File: config.mk
export PLATFORM = sky130hd
export DESIGN_NAME = newton_square_root_unit
export DESIGN_NICKNAME = d
export VERILOG_FILES = /design/src/rtl/core/nsr_pkg.sv /design/src/rtl/core/nsr_divider.sv /design/src/rtl/core/newton_square_root_unit.sv
export VERILOG_INCLUDE_DIRS = /design/src /design/src/rtl/core
export SDC_FILE = /design/constraint.sdc
export NUM_CORES = 2
export LEC_CHECK = 0
export CORE_MARGIN = 2
export CORE_UTILIZATION = 30
export CTS_CLUSTER_DIAMETER = 40
export DETAILED_ROUTE_END_ITERATION = 16
export DONT_BUFFER_PORTS = 1
export PLACE_DENSITY = 0.57
export SYNTH_ARGS = -nofsm -noshare
export SYNTH_HDL_FRONTEND = slang
export SYNTH_HIERARCHICAL = 1
export SYNTH_SLANG_ARGS = --single-unit
File: constraint.sdc
create_clock -name clk -period 7.8 [get_ports clk]
set_input_delay 0.39 -clock clk [delete_from_list [all_inputs] [get_ports clk]]
set_output_delay 0.39 -clock clk [all_outputs]
set_load 0.01 [all_outputs]
File: src/rtl/core/assert_macros.svh
// concurrent assertion helpers, sampled on clk and quiet while rst_n is low
`ifndef ASSERT_MACROS_SVH
`define ASSERT_MACROS_SVH

`define NSR_ASSERT(lbl, prop, msg) \
  lbl: assert property (@(posedge clk) disable iff (!rst_n) (prop)) else $error(msg);

`define NSR_ASSERT_NEXT(lbl, pre, post, msg) \
  lbl: assert property (@(posedge clk) disable iff (!rst_n) (pre) |=> (post)) else $error(msg);

`endif

File: src/rtl/core/nsr_pkg.sv
package nsr_pkg;

  localparam int unsigned OPERAND_W = 32;
  localparam int unsigned ROOT_W    = 24;
  localparam int unsigned STEPS_W   = 6;
  localparam int unsigned MARGIN_W  = 32;

  localparam logic [MARGIN_W-1:0] MARGIN_RESET = 32'd42950;

  typedef enum logic [2:0] {
    ST_IDLE,
    ST_SQUARE,
    ST_CHECK,
    ST_DIVIDE,
    ST_FINISH
  } nsr_state_t;

  typedef struct packed {
    logic busy;
    logic done;
  } nsr_div_sts_t;

endpackage

File: src/rtl/core/nsr_divider.sv
`include "assert_macros.svh"

module nsr_divider #(
  parameter int unsigned DIVIDEND_W = 48
) (
  input  logic                           clk,
  input  logic                           rst_n,
  input  logic                           start,
  input  logic [DIVIDEND_W-1:0]          dividend,
  input  logic [nsr_pkg::OPERAND_W-1:0]  divisor,
  output logic [DIVIDEND_W-1:0]          quotient,
  output nsr_pkg::nsr_div_sts_t          sts
);
  import nsr_pkg::*;

  localparam int unsigned CW = $clog2(DIVIDEND_W + 1);

  logic [OPERAND_W-1:0]  rem_r, rem_nxt;
  logic [DIVIDEND_W-1:0] quo_r, quo_nxt;
  logic [OPERAND_W-1:0]  dvs_r;
  logic [CW-1:0]         cnt_r;
  logic                  busy_r;
  logic                  done_r;

  logic [OPERAND_W:0]    trial;
  logic [OPERAND_W:0]    diff;
  logic                  fits;

  // one quotient bit a cycle, restoring form
  always_comb begin
    trial   = {rem_r, quo_r[DIVIDEND_W-1]};
    diff    = trial - {1'b0, dvs_r};
    fits    = (trial >= {1'b0, dvs_r});
    rem_nxt = fits ? diff[OPERAND_W-1:0] : trial[OPERAND_W-1:0];
    quo_nxt = {quo_r[DIVIDEND_W-2:0], fits};
  end

  always_ff @(posedge clk) begin
    if (!rst_n) begin
      busy_r <= 1'b0;
      done_r <= 1'b0;
      cnt_r  <= '0;
    end else begin
      done_r <= 1'b0;
      if (start) begin
        busy_r <= 1'b1;
        cnt_r  <= CW'(DIVIDEND_W);
      end else if (busy_r) begin
        cnt_r <= cnt_r - CW'(1);
        if (cnt_r == CW'(1)) begin
          busy_r <= 1'b0;
          done_r <= 1'b1;
        end
      end
    end
  end

  always_ff @(posedge clk) begin
    if (start) begin
      rem_r <= '0;
      quo_r <= dividend;
      dvs_r <= divisor;
    end else if (busy_r) begin
      rem_r <= rem_nxt;
      quo_r <= quo_nxt;
    end
  end

  assign quotient = quo_r;
  assign sts.busy = busy_r;
  assign sts.done = done_r;

  `NSR_ASSERT(a_no_restart, start |-> !busy_r, "divider started while busy")
  `NSR_ASSERT(a_busy_count, busy_r |-> (cnt_r != '0), "divider busy with no bits left")
  `NSR_ASSERT_NEXT(a_done_after_busy, done_r, !busy_r && !done_r, "divider done held too long")

endmodule

File: src/rtl/core/newton_square_root_unit.sv
// Square root of an unsigned fixed-point operand (FRAC_BITS fraction bits) by Newton steps,
// starting from the larger of the operand and 1.0 and stopping once the square of the
// estimate is within cfg_wdata's margin of the operand, once the estimate stops falling,
// or after MAX_ITER steps (hit_cap then flags a margin still missed). One item at a time;
// each Newton step runs the bit-serial divider that forms (operand << FRAC_BITS) / estimate,
// and each item also passes through entry, the final square and compare, and result
// hand-over; a zero operand goes straight to hand-over. in_ready is high only between
// items, while a finished result may still sit in the output register waiting for out_ready.
`include "assert_macros.svh"

module newton_square_root_unit #(
  parameter int unsigned MAX_ITER  = 32,
  parameter int unsigned FRAC_BITS = 16
) (
  input  logic                           clk,
  input  logic                           rst_n,
  input  logic                           in_valid,
  output logic                           in_ready,
  input  logic [nsr_pkg::OPERAND_W-1:0]  in_operand,
  output logic                           out_valid,
  input  logic                           out_ready,
  output logic [nsr_pkg::ROOT_W-1:0]     out_root,
  output logic [nsr_pkg::STEPS_W-1:0]    out_steps_used,
  output logic                           out_hit_cap,
  input  logic                           cfg_we,
  input  logic [nsr_pkg::MARGIN_W-1:0]   cfg_wdata
);
  import nsr_pkg::*;

  localparam int unsigned TGT_W = OPERAND_W + FRAC_BITS;
  localparam int unsigned SQ_W  = 2 * OPERAND_W;
  localparam int unsigned SW    = $clog2(MAX_ITER + 1);
  localparam logic [OPERAND_W-1:0] ONE = OPERAND_W'(1) << FRAC_BITS;

  nsr_state_t           state_r, state_nxt;
  logic [MARGIN_W-1:0]  margin_r;
  logic [OPERAND_W-1:0] opnd_r;
  logic [OPERAND_W-1:0] est_r;
  logic [SQ_W-1:0]      sq_r;
  logic [SW-1:0]        steps_r;
  logic                 cap_r;

  logic                 out_valid_r;
  logic [ROOT_W-1:0]    out_root_r;
  logic [STEPS_W-1:0]   out_steps_r;
  logic                 out_cap_r;

  logic [TGT_W-1:0]     target;
  logic [SQ_W-1:0]      target_ext;
  logic [SQ_W-1:0]      excess;
  logic                 too_big;
  logic                 at_max;
  logic [TGT_W-1:0]     quo;
  logic                 no_fall;
  logic [OPERAND_W:0]   est_sum;
  logic [OPERAND_W-1:0] est_next;
  logic                 accept;
  logic                 div_start;
  logic                 load_out;
  nsr_div_sts_t         div_sts;

  // margin test on the registered square
  always_comb begin
    target     = {opnd_r, {FRAC_BITS{1'b0}}};
    target_ext = SQ_W'(target);
    excess     = sq_r - target_ext;
    too_big    = (sq_r > target_ext) && (excess > SQ_W'(margin_r));
    at_max     = (steps_r == SW'(MAX_ITER));
    // the new estimate is not below the old one exactly when the quotient is not
    no_fall    = (quo >= TGT_W'(est_r));
    est_sum    = {1'b0, est_r} + {1'b0, quo[OPERAND_W-1:0]};
    est_next   = est_sum[OPERAND_W:1];
  end

  nsr_divider #(
    .DIVIDEND_W(TGT_W)
  ) u_div (
    .clk      (clk),
    .rst_n    (rst_n),
    .start    (div_start),
    .dividend (target),
    .divisor  (est_r),
    .quotient (quo),
    .sts      (div_sts)
  );

  always_comb begin
    state_nxt = state_r;
    unique case (state_r)
      ST_IDLE: begin
        if (in_valid) begin
          state_nxt = (in_operand == '0) ? ST_FINISH : ST_SQUARE;
        end
      end
      ST_SQUARE: state_nxt = ST_CHECK;
      ST_CHECK: begin
        if (at_max || !too_big) begin
          state_nxt = ST_FINISH;
        end else begin
          state_nxt = ST_DIVIDE;
        end
      end
      ST_DIVIDE: begin
        if (div_sts.done) begin
          state_nxt = no_fall ? ST_FINISH : ST_SQUARE;
        end
      end
      ST_FINISH: begin
        if (!out_valid_r || out_ready) begin
          state_nxt = ST_IDLE;
        end
      end
      default: state_nxt = ST_IDLE;
    endcase
  end

  always_comb begin
    in_ready  = (state_r == ST_IDLE);
    accept    = in_ready && in_valid;
    div_start = (state_r == ST_CHECK) && !at_max && too_big;
    load_out  = (state_r == ST_FINISH) && (!out_valid_r || out_ready);
  end

  always_ff @(posedge clk) begin
    if (!rst_n) begin
      state_r     <= ST_IDLE;
      margin_r    <= MARGIN_RESET;
      out_valid_r <= 1'b0;
      steps_r     <= '0;
    end else begin
      state_r <= state_nxt;
      if (cfg_we) begin
        margin_r <= cfg_wdata;
      end
      if (load_out) begin
        out_valid_r <= 1'b1;
      end else if (out_ready) begin
        out_valid_r <= 1'b0;
      end
      if (accept) begin
        steps_r <= '0;
      end else if (state_r == ST_DIVIDE && div_sts.done && !no_fall) begin
        steps_r <= steps_r + SW'(1);
      end
    end
  end

  always_ff @(posedge clk) begin
    if (accept) begin
      opnd_r <= in_operand;
      cap_r  <= 1'b0;
      if (in_operand == '0) begin
        est_r <= '0;
      end else begin
        est_r <= (in_operand > ONE) ? in_operand : ONE;
      end
    end
    if (state_r == ST_SQUARE) begin
      sq_r <= est_r * est_r;
    end
    if (state_r == ST_CHECK) begin
      cap_r <= at_max && too_big;
    end
    if (state_r == ST_DIVIDE && div_sts.done && !no_fall) begin
      est_r <= est_next;
    end
    if (load_out) begin
      out_root_r  <= est_r[ROOT_W-1:0];
      out_steps_r <= STEPS_W'(steps_r);
      out_cap_r   <= cap_r;
    end
  end

  assign out_valid      = out_valid_r;
  assign out_root       = out_root_r;
  assign out_steps_used = out_steps_r;
  assign out_hit_cap    = out_cap_r;

  `NSR_ASSERT(a_steps_bound, steps_r <= SW'(MAX_ITER), "step count beyond limit")
  `NSR_ASSERT(a_div_done_state, div_sts.done |-> (state_r == ST_DIVIDE),
              "divider result outside divide phase")
  `NSR_ASSERT(a_div_busy_state, div_sts.busy |-> (state_r == ST_DIVIDE),
              "divider busy outside divide phase")
  `NSR_ASSERT_NEXT(a_est_falls, (state_r == ST_DIVIDE) && (state_nxt == ST_SQUARE),
                   est_r < $past(est_r), "estimate did not fall on a counted step")
  `NSR_ASSERT_NEXT(a_zero_short, accept && (in_operand == '0),
                   (state_r == ST_FINISH) && (est_r == '0), "zero operand not short-cut")

endmodule

## After elaboration in Yosys (flattened, before gate mapping)

Cells that the tools add are included.

- Magnitude comparators: 5
- Equality and inequality tests: 9
- $mul: 1
- Div/mod/pow operators: 0
- Bitwise operators: 2
- Muxes and demuxes: 24
- Add/sub/neg operators: 5
- Reduce and logical (&&, ||, !) cells: 24
- Shift operators: 0

Operator list:

| cell | number |
|---|---|
| 2-to-1 mux 32 bit | 5 |
| 2-to-1 mux 48 bit | 2 |
| > comparator 64 x 32 -> 1 bit | 1 |
| > comparator 64 x 48 -> 1 bit | 1 |
| multiplier 32 x 32 -> 64 bit | 1 |
| subtractor 64 x 48 -> 64 bit | 1 |
| greater-or-equal comparator 48 x 32 -> 1 bit | 1 |
| adder 32 x 32 -> 33 bit | 1 |
| greater-or-equal comparator 33 x 32 -> 1 bit | 1 |
| > comparator 32 x 17 -> 1 bit, second input constant | 1 |
| logical NOT 32 bit | 1 |
| subtractor 32 bit | 1 |
| 2-to-1 mux 3 bit | 6 |
| case mux 3 bit (5 select lines) | 1 |
| 2-to-1 mux 6 bit | 2 |
| logical AND 1 bit | 8 |
| 2-to-1 mux 1 bit | 8 |
| nonzero test 2 bit | 4 |
| adder 6 x 1 -> 6 bit, second input constant | 1 |
| == test 3 x 2 -> 1 bit, second input constant | 2 |
| == test 6 x 1 -> 1 bit, second input constant | 1 |
| == test 6 bit, second input constant | 1 |
| subtractor 6 x 1 -> 6 bit, second input constant | 1 |
| logical NOT 1 bit | 4 |
| 10 further kinds | 14 |

- Register bits after elaboration: 322
- Output and inout port bits: 33
- Memory bits (read-only): 0
- Latch bits: 0
- Logic and storage cells: 89
- Memories: 0
- RAM bits: 0

## Depth between registers and ports, before layout

- Word-level depth: 7
- Gate-level depth with buffers: 33
- Depth with buffers taken out: 31

## Cells and area by module

The synthesis kept the hierarchy.

By module, submodules not included:

| module | area an instance (µm²) | sequential area each (µm²) | cells an instance | instances |
|---|---|---|---|---|
| newton_square_root_unit | 42042.8 | 5615.4 | 4575 | 1 |
| nsr_divider | 6686.4 | 3203.1 | 609 | 1 |

## Least setup slack after synthesis

OpenSTA, ideal clock, no wires.

- Path kind: register to register
- From: reg est_r[3]
- To: reg sq_r[62], data pin
- Library setup time: 0.258 ns
- Data required time: 7.542 ns
- Data arrival time: 8.054 ns
- Slack: -0.512 ns
- Path buffers: 3
- Stages on the path, launching flop included: 30
- Cell sequence: edfxtp_1 -> clkbuf_1 -> inv_1 -> clkbuf_1 -> buf_1 -> nor2_1 -> fa_1 -> fa_1 -> inv_1 -> fa_1 -> fa_1 -> inv_1 -> fa_1 -> fa_1 -> fa_1 -> inv_1 -> fa_1 -> inv_1 -> ha_1 -> a21o_1 -> a21o_1 -> a21oi_1 -> nand2_1 -> a41oi_1 -> a31oi_1 -> a221o_1 -> a31oi_1 -> o21ai_0 -> a31oi_1 -> xnor2_1

- Longest elaborated chain between the ends: 1

Ends and longest elaborated chain:

| element | line | text |
|---|---|---|
| start, declared | newton_square_root_unit.sv:38 | `logic [OPERAND_W-1:0] est_r;` |
| start signal, assigned | newton_square_root_unit.sv:155 | `est_r <= (in_operand > ONE) ? in_operand : ONE;` |
| start signal, assigned | newton_square_root_unit.sv:165 | `est_r <= est_next;` |
| multiplier 32 x 32 -> 64 bit | newton_square_root_unit.sv:159 | `sq_r <= est_r * est_r;` |
| end signal, assigned | newton_square_root_unit.sv:159 |  |
| end, declared | newton_square_root_unit.sv:39 | `logic [SQ_W-1:0] sq_r;` |

Every way passes these cells.
A chain may end at the register's enable or synchronous reset.

## Worst setup path after layout

- From: reg est_r[5]
- To: reg sq_r[56], data pin

The elaborated chain is that of the path after synthesis.

==> results.json <==
{
  "detailedPlacementHpwl_um": 143000,
  "gp_congestion": 0.977,
  "timing.critical_path.required_ps": 8200,
  "num_vias": 39791,
  "relSlewSlack": 0.210,
  "timing.final.max_slew_violations": 0,
  "tritoncts": "done",
  "layout_worst_path_cycle_share": 1.01,
  "arrival_ps": 8280,
  "grt_max_degree": 64,
  "multiInputGateArea_um2": 36100,
  "crit_top_cell": "fa_1",
  "cts.root.buffer_cell": "clkbuf_16",
  "floorplan.initialDensity": 0.303,
  "most_common_cell_after_layout_fill_and_taps_aside": "inv_1",
  "maxClockFrequency_ghz": 0.127,
  "detailed_routing_iterations_pass_1": 6,
  "areaGrowthSynthToFinish_pct": 25.3,
  "setup.worst_path.start_class": "flop",
  "worst-setup-path-type": "flop to flop",
  "boundaryPins": 102,
  "mostFrequentLayoutCells": "inv_1 (1,123), fa_1 (743), buf_4 (562)",
  "post-route-worst-setup-slack_ps": -87.6,
  "grt_usage": 0.209,
  "drc_violations_left": 0,
  "numCtsBuffers": 59,
  "number_of_antenna_violations_at_the_first_check_in_global_routing": 16,
  "hold_viol": 0,
  "chipWidth_um": 407,
  "grt_overflow": 0,
  "die_h_um": 407,
  "detail_route.wirelength_um": 176000,
  "status": "complete, but fails checks",
  "violations": "setup timing",
  "clk-insertion-delay-late_ps": 660,
  "floorplan.core_area_um2": 161000,
  "route.detailed.vias_per_inst": 4.96,
  "stdcell_area_um2": 61000,
  "wire_length_of_the_first_global_routing_pass_um": 260000,
  "fillers": 15995,
  "cts.clk_slew.worst_paths_ps": 60,
  "cp_slowest_cell": "fa_1",
  "yosys_warnings": 6,
  "syn-cell-area_um2": 48700,
  "tns_ps": -423,
  "route.detailed.wl_per_inst_um": 21.9,
  "synthesis.instances": 5183,
  "seq_area_um2": 8820,
  "final_net_count": 7136,
  "period_minus_slack_ps": 7890,
  "final_layout_size_suffix_gt1_frac": 0.205,
  "grt_pass1_vias": 41303,
  "post_layout_nonfiller_instances": 8030,
  "finalSetupViolations": 8,
  "drtIter0Drc": 3334,
  "critPathTopFamily": "adder cells",
  "slowest_delay_ps": 560,
  "cts_max_path_buffers": 3,
  "clock_sink_count": 321,
  "drv_cap": 0,
  "whs_ps": 36.9,
  "tightest_slew_ps": 1170,
  "crit_fanout": 5,
  "cts_max_level": 2,
  "row_count": 147,
  "postRouteAntennaNets": 0,
  "crit_path_end_kind": "flop",
  "numPortBuffers": 0,
  "die_area_um2": 166000,
  "rsz0062_at_grt": "yes",
  "synth.avg_cell_area_um2": 9.40,
  "final.setup_skew_ps": 37.6,
  "placed_cell_area_um2": 55300,
  "timing.hold.worst.class": "input port to flop",
  "dp.cells": 7723,
  "worstPathBufferInverterCount": 8
}
[flip-flops by register name, indices dropped and copies added, names as in the netlist, 6 cells and up]
name	count
out_steps_used	6
sq_r	63
margin_r	32
steps_r	6
est_r	32
u_div/rem_r	32
u_div/quotient	48
out_root	24
u_div/dvs_r	32
opnd_r	32
u_div/cnt_r	6
[timing repair]
action,in CTS,in global routing
resized for setup,173,308
hold endpoints to repair,83,0
buffers inserted,29,83
pin swaps,57,197
hold buffers,77,0
setup endpoints to repair,34,31
gates cloned,0,4
[worst paths after layout]
kind	from	to	slack [ps]	cells after the start
setup / recovery	est_r[5]	sq_r[56]	-90	27
hold / removal	in_operand[30]	est_r[30]	40	2
setup reg to reg	est_r[5]	sq_r[56]	-90	27
hold reg to reg	cap_r	out_hit_cap	440	0
[layer usage]
layer / share of wire / vias to the layer above / GRT usage
met5: 0.000074 / - / 0
met2: 0.47 / 1616 / 0.345
met1: 0.41 / 20044 / 0.275
met4: 0.042 / 2 / 0.0763
met3: 0.083 / 356 / 0.0349
li1: - / 17773 / -
[layout make-up]
cell class	count	share of cell area
sequential	321	0.144
multi-input combinational	3495	0.591
timing repair buffer	752	0.111
inverter	1183	0.0733
tap	2160	0.0443
clock buffer	67	0.0259
antenna	7	0.000287
clock inverter	45	0.00998
[through the flow]
stage	setup slack, ps	util
floorplan	-0.820	-
global placement	-746	0.343
detailed placement	-732	0.343
CTS	-67.8	0.367
global route	-281	0.379
finish	-87.6	0.379
[worst register-to-register path: stages, from the launching register on]
cell	delay (ps)
edfxtp_1	460
buf_6	150
inv_6	40
buf_6	120
nor2_1	160
fa_2	490
fa_1	510
fa_1	520
inv_1	50
fa_1	540
inv_1	60
fa_1	520
fa_1	450
fa_1	540
inv_1	50
fa_1	560
inv_1	100
ha_4	310
and3_4	210
nand4_1	100
o211a_1	220
a21o_1	230
a31oi_4	200
a221o_1	310
a31oi_4	180
buf_6	160
o41ai_4	290
xor2_1	120
Power is left out: the tool's default activity adds up to more than one toggle a clock period on the data nets, which glitch-free logic cannot reach.
